$ cat config.mk
export PLATFORM = sky130hd
export DESIGN_NAME = modular_exponentiation
export DESIGN_NICKNAME = d
export VERILOG_FILES = /design/src/hw/rtl/mexp_pkg.sv /design/src/hw/rtl/mexp_mulmod.sv /design/src/hw/rtl/modular_exponentiation.sv
export SDC_FILE = /design/constraint.sdc
export NUM_CORES = 1
export LEC_CHECK = 0
export CORE_MARGIN = 1
export CORE_UTILIZATION = 55
export CTS_CLUSTER_DIAMETER = 200
export DETAILED_ROUTE_END_ITERATION = 6
export DONT_BUFFER_PORTS = 1
export GPL_TIMING_DRIVEN = 1
export PLACE_DENSITY = 0.7
export SETUP_SLACK_MARGIN = 0.4
export SLEW_MARGIN = 15
export SYNTH_ARGS = -nofsm -noshare
export SYNTH_HDL_FRONTEND = slang
export SYNTH_SLANG_ARGS = --single-unit
$ cat constraint.sdc
create_clock -name clk -period 15.45 [get_ports clk]
set_input_delay 1.545 -clock clk [delete_from_list [all_inputs] [get_ports clk]]
set_output_delay 1.545 -clock clk [all_outputs]
set_load 0.01 [all_outputs]
$ cat src/hw/rtl/mexp_pkg.sv
// Shared types and constants of the modular exponentiation block.
`timescale 1ns / 1ps

package mexp_pkg;

	// Modulus loaded at reset, the prime 1e9 + 7.
	localparam logic [31:0] ModResetValue = 32'd1000000007;

	// Sequencer states, one-hot.
	typedef enum logic [4:0] {
		ST_IDLE   = 5'b00001,
		ST_REDUCE = 5'b00010,
		ST_SQUARE = 5'b00100,
		ST_MULT   = 5'b01000,
		ST_FINISH = 5'b10000
	} mexp_state_t;

	// Status of the shared modular multiplier.
	typedef struct packed {
		logic busy;
		logic done;
	} mexp_mul_stat_t;

endpackage

$ cat src/hw/rtl/mexp_mulmod.sv
// Bit-serial modular multiplier: one multiplier bit per cycle, MSB first.
`timescale 1ns / 1ps

module mexp_mulmod #(
	parameter int W = 31
) (
	input  logic                      clk,
	input  logic                      arst_n,
	input  logic                      start,
	input  logic [W-1:0]              multiplicand,
	input  logic [W-1:0]              multiplier,
	input  logic [W-1:0]              modulus,
	output logic [W-1:0]              product,
	output mexp_pkg::mexp_mul_stat_t  stat
);
	import mexp_pkg::*;

	localparam int CW = $clog2(W + 1);

	logic [W-1:0]  acc_q;
	logic [W-1:0]  mcand_q;
	logic [W-1:0]  mplier_q;
	logic [CW-1:0] cnt_q;
	logic          busy_q;
	logic          done_q;

	logic [W:0]    dbl;
	logic [W:0]    dbl_red;
	logic [W:0]    sum;
	logic [W:0]    sum_red;

	// One step: double the accumulator and reduce, then add the multiplicand on a set bit
	// and reduce. The accumulator stays below the modulus throughout.
	always_comb begin
		dbl     = {acc_q, 1'b0};
		dbl_red = (dbl >= {1'b0, modulus}) ? dbl - {1'b0, modulus} : dbl;
		sum     = dbl_red + (mplier_q[W-1] ? {1'b0, mcand_q} : {(W+1){1'b0}});
		sum_red = (sum >= {1'b0, modulus}) ? sum - {1'b0, modulus} : sum;
	end

	// Operand and accumulator registers.
	always_ff @(posedge clk) begin
		if (start) begin
			acc_q    <= '0;
			mcand_q  <= multiplicand;
			mplier_q <= multiplier;
		end else if (busy_q) begin
			acc_q    <= sum_red[W-1:0];
			mplier_q <= {mplier_q[W-2:0], 1'b0};
		end
	end

	// Step counter and status.
	always_ff @(posedge clk or negedge arst_n) begin
		if (!arst_n) begin
			cnt_q  <= '0;
			busy_q <= 1'b0;
			done_q <= 1'b0;
		end else begin
			done_q <= !start && busy_q && (cnt_q == CW'(1));
			if (start) begin
				cnt_q  <= CW'(W);
				busy_q <= 1'b1;
			end else if (busy_q) begin
				cnt_q <= cnt_q - CW'(1);
				if (cnt_q == CW'(1)) begin
					busy_q <= 1'b0;
				end
			end
		end
	end

	assign product   = acc_q;
	assign stat.busy = busy_q;
	assign stat.done = done_q;

endmodule

$ cat src/hw/rtl/modular_exponentiation.sv
// Top level: square-and-multiply sequencer around the shared modular multiplier.
// Each item reduces the base, then squares for every exponent bit and multiplies for each
// set bit; a multiplication is issued, takes one bit step per multiplier bit and then
// signals completion. Throughput: one item at a time; in_stall is high from acceptance
// until the result is written to the output register. Modulus zero skips to a zero result.
// Reset: asynchronous, active low; clears control state and loads modulus 1000000007.
`timescale 1ns / 1ps

module modular_exponentiation #(
	parameter int EXP_WIDTH = 32,
	parameter int MOD_WIDTH = 31
) (
	input  logic                 clk,
	input  logic                 arst_n,
	input  logic                 cfg_valid,
	output logic                 cfg_ready,
	input  logic [MOD_WIDTH-1:0] modulus,
	input  logic                 in_valid,
	output logic                 in_stall,
	input  logic [MOD_WIDTH-1:0] base_value,
	input  logic [EXP_WIDTH-1:0] exponent,
	output logic                 out_valid,
	input  logic                 out_stall,
	output logic [MOD_WIDTH-1:0] power_result
);
	import mexp_pkg::*;

	localparam int BW = $clog2(EXP_WIDTH + 1);
	localparam logic [MOD_WIDTH-1:0] ModReset = MOD_WIDTH'(ModResetValue);

	mexp_state_t           state_q;
	logic [MOD_WIDTH-1:0]  modulus_q;
	logic [MOD_WIDTH-1:0]  base_q;
	logic [EXP_WIDTH-1:0]  exp_q;
	logic [BW-1:0]         bit_cnt_q;
	logic [MOD_WIDTH-1:0]  run_q;
	logic [MOD_WIDTH-1:0]  res_q;
	logic                  out_valid_q;
	logic                  issue_q;

	logic                  in_accept;
	logic                  out_free;
	logic [MOD_WIDTH-1:0]  one_mod;
	logic [MOD_WIDTH-1:0]  mul_a;
	logic [MOD_WIDTH-1:0]  mul_b;
	logic [MOD_WIDTH-1:0]  mul_p;
	mexp_mul_stat_t        mul_stat;

	assign cfg_ready = 1'b1;
	assign in_stall  = (state_q != ST_IDLE);
	assign in_accept = in_valid && (state_q == ST_IDLE);
	assign out_free  = !out_valid_q || !out_stall;

	// One reduced modulo the modulus: zero when the modulus is one.
	assign one_mod = MOD_WIDTH'(modulus_q != MOD_WIDTH'(1));

	// Configuration register.
	always_ff @(posedge clk or negedge arst_n) begin
		if (!arst_n) begin
			modulus_q <= ModReset;
		end else if (cfg_valid && cfg_ready) begin
			modulus_q <= modulus;
		end
	end

	// Operand selection for the shared multiplier. Base reduction multiplies one by the raw
	// base, so the multiplier scans the raw base bits.
	always_comb begin
		unique case (state_q)
			ST_REDUCE: begin
				mul_a = one_mod;
				mul_b = base_q;
			end
			ST_SQUARE: begin
				mul_a = run_q;
				mul_b = run_q;
			end
			ST_MULT: begin
				mul_a = run_q;
				mul_b = base_q;
			end
			default: begin
				mul_a = run_q;
				mul_b = base_q;
			end
		endcase
	end

	mexp_mulmod #(
		.W (MOD_WIDTH)
	) u_mulmod (
		.clk          (clk),
		.arst_n       (arst_n),
		.start        (issue_q),
		.multiplicand (mul_a),
		.multiplier   (mul_b),
		.modulus      (modulus_q),
		.product      (mul_p),
		.stat         (mul_stat)
	);

	// Sequencer: reduce the base, square and maybe multiply per exponent bit; modulus zero skips.
	always_ff @(posedge clk or negedge arst_n) begin
		if (!arst_n) begin
			state_q     <= ST_IDLE;
			issue_q     <= 1'b0;
			out_valid_q <= 1'b0;
		end else begin
			if ((state_q == ST_FINISH) && out_free) begin
				out_valid_q <= 1'b1;
			end else if (!out_stall) begin
				out_valid_q <= 1'b0;
			end
			unique case (state_q)
				ST_IDLE: begin
					if (in_valid) begin
						if (modulus_q == '0) begin
							state_q <= ST_FINISH;
							issue_q <= 1'b0;
						end else begin
							state_q <= ST_REDUCE;
							issue_q <= 1'b1;
						end
					end else begin
						issue_q <= 1'b0;
					end
				end
				ST_REDUCE: begin
					if (mul_stat.done) begin
						state_q <= ST_SQUARE;
						issue_q <= 1'b1;
					end else begin
						issue_q <= 1'b0;
					end
				end
				ST_SQUARE, ST_MULT: begin
					if (mul_stat.done) begin
						if ((state_q == ST_SQUARE) && exp_q[EXP_WIDTH-1]) begin
							state_q <= ST_MULT;
							issue_q <= 1'b1;
						end else if (bit_cnt_q == BW'(1)) begin
							state_q <= ST_FINISH;
							issue_q <= 1'b0;
						end else begin
							state_q <= ST_SQUARE;
							issue_q <= 1'b1;
						end
					end else begin
						issue_q <= 1'b0;
					end
				end
				ST_FINISH: begin
					issue_q <= 1'b0;
					if (out_free) begin
						state_q <= ST_IDLE;
					end
				end
				default: begin
					state_q <= ST_IDLE;
					issue_q <= 1'b0;
				end
			endcase
		end
	end

	// Datapath registers of the item in flight and the output register.
	always_ff @(posedge clk) begin
		if (in_accept) begin
			base_q    <= base_value;
			exp_q     <= exponent;
			bit_cnt_q <= BW'(EXP_WIDTH);
			run_q     <= (modulus_q == '0) ? '0 : one_mod;
		end else if (mul_stat.done) begin
			if (state_q == ST_REDUCE) begin
				base_q <= mul_p;
			end else begin
				run_q <= mul_p;
				// Move to the next exponent bit once its square, and its multiply if the bit is set, are done.
				if ((state_q == ST_MULT) || !exp_q[EXP_WIDTH-1]) begin
					exp_q     <= exp_q << 1;
					bit_cnt_q <= bit_cnt_q - BW'(1);
				end
			end
		end
		if ((state_q == ST_FINISH) && out_free) begin
			res_q <= run_q;
		end
	end

	assign out_valid    = out_valid_q;
	assign power_result = res_q;

	// The multiplier is only started while idle.
	a_start_idle: assert property (@(posedge clk) disable iff (!arst_n)
		issue_q |-> !mul_stat.busy)
		else $error("multiplier started while busy");

	// Completions only arrive while the sequencer waits for one.
	a_done_expected: assert property (@(posedge clk) disable iff (!arst_n)
		mul_stat.done |-> (state_q == ST_REDUCE || state_q == ST_SQUARE || state_q == ST_MULT))
		else $error("unexpected multiplier completion");

	// The running value stays reduced while the exponent is scanned.
	a_run_reduced: assert property (@(posedge clk) disable iff (!arst_n)
		(state_q == ST_SQUARE || state_q == ST_MULT) |-> (run_q < modulus_q))
		else $error("running value not reduced");

	// A delivered result is fully reduced when the modulus is nonzero.
	a_result_reduced: assert property (@(posedge clk) disable iff (!arst_n)
		(out_valid_q && modulus_q != '0) |-> (res_q < modulus_q))
		else $error("result not reduced");

	// An accepted item always leaves the idle state.
	a_accept_leaves_idle: assert property (@(posedge clk) disable iff (!arst_n)
		in_accept |=> (state_q != ST_IDLE))
		else $error("item accepted without starting work");

endmodule

Yosys cells after proc, flatten, opt, wreduce, memory -nomap -nowiden
Cells that the tools add are included.
Word-level totals
  flip-flop bits (word level): 269
  input port bits: 99
  output and inout port bits: 34
  word-level logic and storage cells: 101
Operators by class
  add/subtract/negate cells: 5
  $lt $le $gt $ge: 2
  equal/unequal tests: 15
  mux-type cells: 40
  bitwise gates (word level): 1
  reduce and logical (&&, ||, !) cells: 22
Operators by type and width (count)
  $mux W31: 11
  $mux W32: 5
  $ge A32 B31 Y1: 2
  $mux W5: 9
  $add A32 B31 Y32: 1
  $sub A32 B31 Y32: 1
  $logic_not A31 Y1: 1
  $ne A31 B1 Y1 const B: 1
  $sub A31 B31 Y31: 1
  $pmux W5 S4: 1
  $mux W1: 13
  $eq A5 B1 Y1 const B: 2
  $reduce_bool A2 Y1: 4
  $eq A6 B1 Y1 const B: 1
  $ne A2 B1 Y1 const B: 3
  $ne A2 B2 Y1 const B: 3
  $reduce_and A3 Y1: 2
  $sub A6 B1 Y6 const B: 1
  $eq A5 B2 Y1 const B: 1
  $eq A5 B3 Y1 const B: 1
  $eq A5 B4 Y1 const B: 1
  $eq A5 B5 Y1 const B: 1
  $logic_and A1 B1 Y1: 5
  $ne A5 B1 Y1 const B: 1
  8 further kinds: 13

Longest topological paths before layout
  word-level depth: 6
  mapped depth: 33
  mapped depth without buffers: 31

Hierarchy
Synthesis repeated with hierarchy kept, for this count alone.
Unflattened totals
  cells, all modules: 1580
  area, all modules: 16445.8 sq um
Modules (own cells, without submodules)
  mexp_mulmod: times used 1, cells an instance 1037, area an instance 9197.6 sq um, sequential area each 2657.5 sq um
  modular_exponentiation: times used 1, cells an instance 543, area an instance 7248.2 sq um, sequential area each 4845.9 sq um

Worst setup path before layout
No wires, ideal clock.
  kind: register to register
  from: register modulus_q[0]
  to: register u_mulmod.acc_q[10] (netlist: u_mulmod.product[10])
  setup time: 128 ps
  arrival time: 6820 ps
  data required time: 15322 ps
  setup slack: 8502 ps
  cell stages (with the launch flop): 33
  buffers on the path: 4
  path through: dfstp_2 > inv_1 > fa_1 > nand3_1 > a21oi_1 > nor3_1 > o31ai_1 > o21ai_1 > clkbuf_1 > buf_1 > nor2_1 > ha_1 > inv_1 > fa_1 > nor2b_1 > o31a_1 > o31ai_1 > o211a_1 > a21oi_1 > a211o_1 > a21oi_1 > xnor2_1 > ha_1 > clkbuf_1 > nand3_1 > nor4_1 > a2111oi_0 > a221oi_1 > a211oi_1 > mux2i_2 > buf_4 > mux2i_1 > o21ai_1
Between the ends
  longest elaborated chain between the ends: 5
  elaborated cells on any way between the ends: 7
  those cells by class: add/sub: 3; order compare: 2; mux: 2
Ends and longest elaborated chain
  start, declared: RTL line modular_exponentiation.sv:32  | logic [MOD_WIDTH-1:0] modulus_q;
  start signal, assigned: RTL line modular_exponentiation.sv:60  | modulus_q <= ModReset;
  start signal, assigned: RTL line modular_exponentiation.sv:62  | modulus_q <= modulus;
  $sub A32 B31 Y32 / $ge A32 B31 Y1 (equally long branches): RTL line mexp_mulmod.sv:36  | dbl_red = (dbl >= {1'b0, modulus}) ? dbl - {1'b0, modulus} : dbl;
  $mux W32: RTL line mexp_mulmod.sv:36
  $add A32 B31 Y32: RTL line mexp_mulmod.sv:37  | sum = dbl_red + (mplier_q[W-1] ? {1'b0, mcand_q} : {(W+1){1'b0}});
  $sub A31 B31 Y31 / $ge A32 B31 Y1 (equally long branches): RTL line mexp_mulmod.sv:38  | sum_red = (sum >= {1'b0, modulus}) ? sum - {1'b0, modulus} : sum;
  $mux W31 (*): RTL line mexp_mulmod.sv:38
  end signal, assigned: RTL line mexp_mulmod.sv:48  | acc_q <= sum_red[W-1:0];
  end, declared: RTL line mexp_mulmod.sv:20  | logic [W-1:0] acc_q;
Mark *: on every way between the ends. The rest lies on a longest branch, timed or not.
A chain may end at the register's enable or synchronous reset.

Final worst setup path
  from: register modulus_q[0]
  to: register u_mulmod.acc_q[30] (netlist: u_mulmod.product[30])
Same word-level chain as after synthesis.

==> impl_metrics.tcl <==
set metrics [dict create \
    fillers 2514 \
    dr.pass1.iters 5 \
    grt_max_degree 92 \
    cts_buffers 30 \
    drv_cap 0 \
    num_io_pins 133 \
    cp_slowest_stage_delay_ps 560 \
    avgSynthCellArea_sq_um 9.59 \
    clockBufferDepth 3 \
    synth.most_common_cell "nand2_1" \
    initial_utilization 0.561 \
    critPathArrivalTime_ps 8680 \
    path_common_cell "a21oi_1" \
    start_kind "register" \
    setup_viol 0 \
    syn_inst 1687 \
    synthFlopType "edfxtp_1" \
    min_period_over_period 0.533 \
    synth_cell_types 72 \
    fp.dieArea_sq_um 30100 \
    cp-end-kind "register" \
    clock_sinks 269 \
    drive_gt1_frac 0.0596 \
    grt_pass1_vias 11900 \
    clock_latency_ps 550 \
    wl_um 41100 \
    hold_viol 0 \
    grtUsageTotal 0.272 \
    crit_required_ps 15900 \
    rsz0062_at_grt "no" \
    cpMaxStageDelayCell "dfstp_2" \
    cts_tree "yes" \
    row_count 62 \
    wl_per_cell_um 19.9 \
    min_path_type "reg -> reg" \
    synth_edf_count 187 \
    synth.cell_area_sq_um 16200 \
    syn-num-nets 1886 \
    synth_common_cells "nand2_1 (247), edfxtp_1 (187), nor2_1 (113)" \
    area_growth_pct 8.13 \
    n_antenna_cell 0 \
    dp_hpwl_um 30400 \
    port_buffers 0 \
    die_h_um 174 \
    ys_seq_area_frac 0.464 \
    vias_per_cell 5.99 \
    post-cts-setup-buffer-count 0 \
    skew_ps 14.0 \
    cp_max_fo 59 \
    finalMaxSlewViolations 0 \
    synth_area_leaders "edfxtp_1 (35%), ha_1 (7.5%), nand2_1 (5.7%)" \
    cts-root-buf "clkbuf_16" \
    ys_ff_latch 269 \
    outcome "finished clean" \
    ctsResizeCount 0 \
    die_w_um 174 \
    place_congestion 0.941 \
    setup_tns_ps 0 \
    yosysWarnings 0 \
    initialDrtViolationCount 1071 \
    core_area_sq_um 28900 \
    fmax_ghz 0.122 \
    antenna_found_initial 0 \
    critPathKind "reg -> reg" \
    post-route-drc-count 0 \
    hold_buffers 0 \
    worst_pin_slew_ps 1070 \
    grt.overflow.total 0 \
    synth_area_leader_cell "edfxtp_1" \
    grt_pass1_wl_um 64200 \
    synth_top_cell_area_share 0.347 \
    synthArstFlopShare 0.167 \
    ant_nets 0 \
    vias 12300 \
    cts.clk_slew.worst_paths_ps 70 \
    nNetsFinal 1857 \
    max_slew_margin 0.283 \
    htree_levels 1 \
    period_minus_slack_ps 8230 \
]
## cell usage in the layout, fill, tap and decap left out, drive strengths merged, types with 16 or more instances in the layout
cell / n
and2: 101
clkbuf: 36
nand2: 247
dfxtp: 37
nand4: 19
o21ai: 120
xnor2: 57
nor2: 113
a21o: 56
o21a: 16
nor3: 25
a211oi: 19
ha: 97
xor2: 27
a21oi: 111
nand3: 41
edfxtp: 187
inv: 70
dfstp: 17
dfrtp: 28
mux2i: 51
## layout make-up
cell class / instances / area [sq um] / area share
multi-input combinational: 1275 / 8160 / 0.467
inverter: 69 / 259 / 0.0148
tap: 384 / 480 / 0.0275
clock buffer: 36 / 795 / 0.0454
timing repair buffer: 13 / 97.6 / 0.00558
sequential: 269 / 7510 / 0.429
clock inverter: 16 / 191 / 0.0109
## worst paths after layout
| path | start | end | slack (ps) | cells past startpoint |
|---|---|---|---|---|
| worst max register to register | modulus_q[0] | u_mulmod.product[30] | 7220 | 29 |
| worst min-delay path | run_q[5] | power_result[5] | 490 | 0 |
| min in group asynchronous | arst_n | out_valid | 680 | 0 |
| worst max-delay path | modulus_q[0] | u_mulmod.product[30] | 7220 | 29 |
| worst min register to register | run_q[5] | power_result[5] | 490 | 0 |
| max in group asynchronous | arst_n | modulus_q[1] | 14570 | 0 |
## metal layers
layer,vias up,track usage,routed length [um]
li1,5985,-,-
met1,5920,0.338,16900
met2,348,0.479,20600
met3,93,0.0351,1890
met4,0,0.108,1650
met5,-,0,0
## state kept, by name, summed over array words and instances (netlist names)
register,flops
exp_q,32
base_q,31
modulus_q,31
power_result,31
run_q,31
u_mulmod.mcand_q,31
u_mulmod.mplier_q,31
u_mulmod.product,31
bit_cnt_q,6
state_q,5
u_mulmod.cnt_q,5
issue_q,1
out_valid,1
u_mulmod.busy_q,1
u_mulmod.done_q,1
## kinds of logic after synthesis
| logic type | count (synthesis) | share of synthesized area |
|---|---|---|
| buffers and inverters | 143 | 0.0340 |
| AND/OR/NAND/NOR | 613 | 0.178 |
| multiplexers | 55 | 0.0346 |
| other | 1 | 0.000232 |
| flip-flops | 269 | 0.464 |
| adder cells (fa/ha/maj) | 100 | 0.0787 |
| XOR/XNOR | 84 | 0.0455 |
| AO/OA/AOI/OAI | 422 | 0.165 |
## metrics by stage
step | util | hold WS [ps] | cells | worst slack, ps | instance area, sq um
5_1_grt | 0.606 | 494 | 2062 | 6590 | 17500
3_3_place_gp | 0.572 | 461 | 2010 | 7570 | 16500
6_report | 0.606 | 485 | 2062 | 7220 | 17500
3_5_place_dp | 0.572 | 464 | 2010 | 7330 | 16500
2_1_floorplan | - | 440 | 1687 | 8500 | 16200
4_1_cts | 0.606 | 478 | 2062 | 7290 | 17500
## worst max-delay path, delay by kind of cell (launching register included)
kind / cells / cell delay (ps)
AOI/OAI and AO/OA: 14 / 3860
xor gates and xnor gates: 1 / 240
muxes: 2 / 620
buffers and inverters: 4 / 950
and+or+nand+nor: 5 / 760
DFF: 1 / 560
adders and majority gates: 3 / 1100
Power is not shown: default switching activity piles up to over one toggle a cycle in this logic, so the estimate is an artifact.
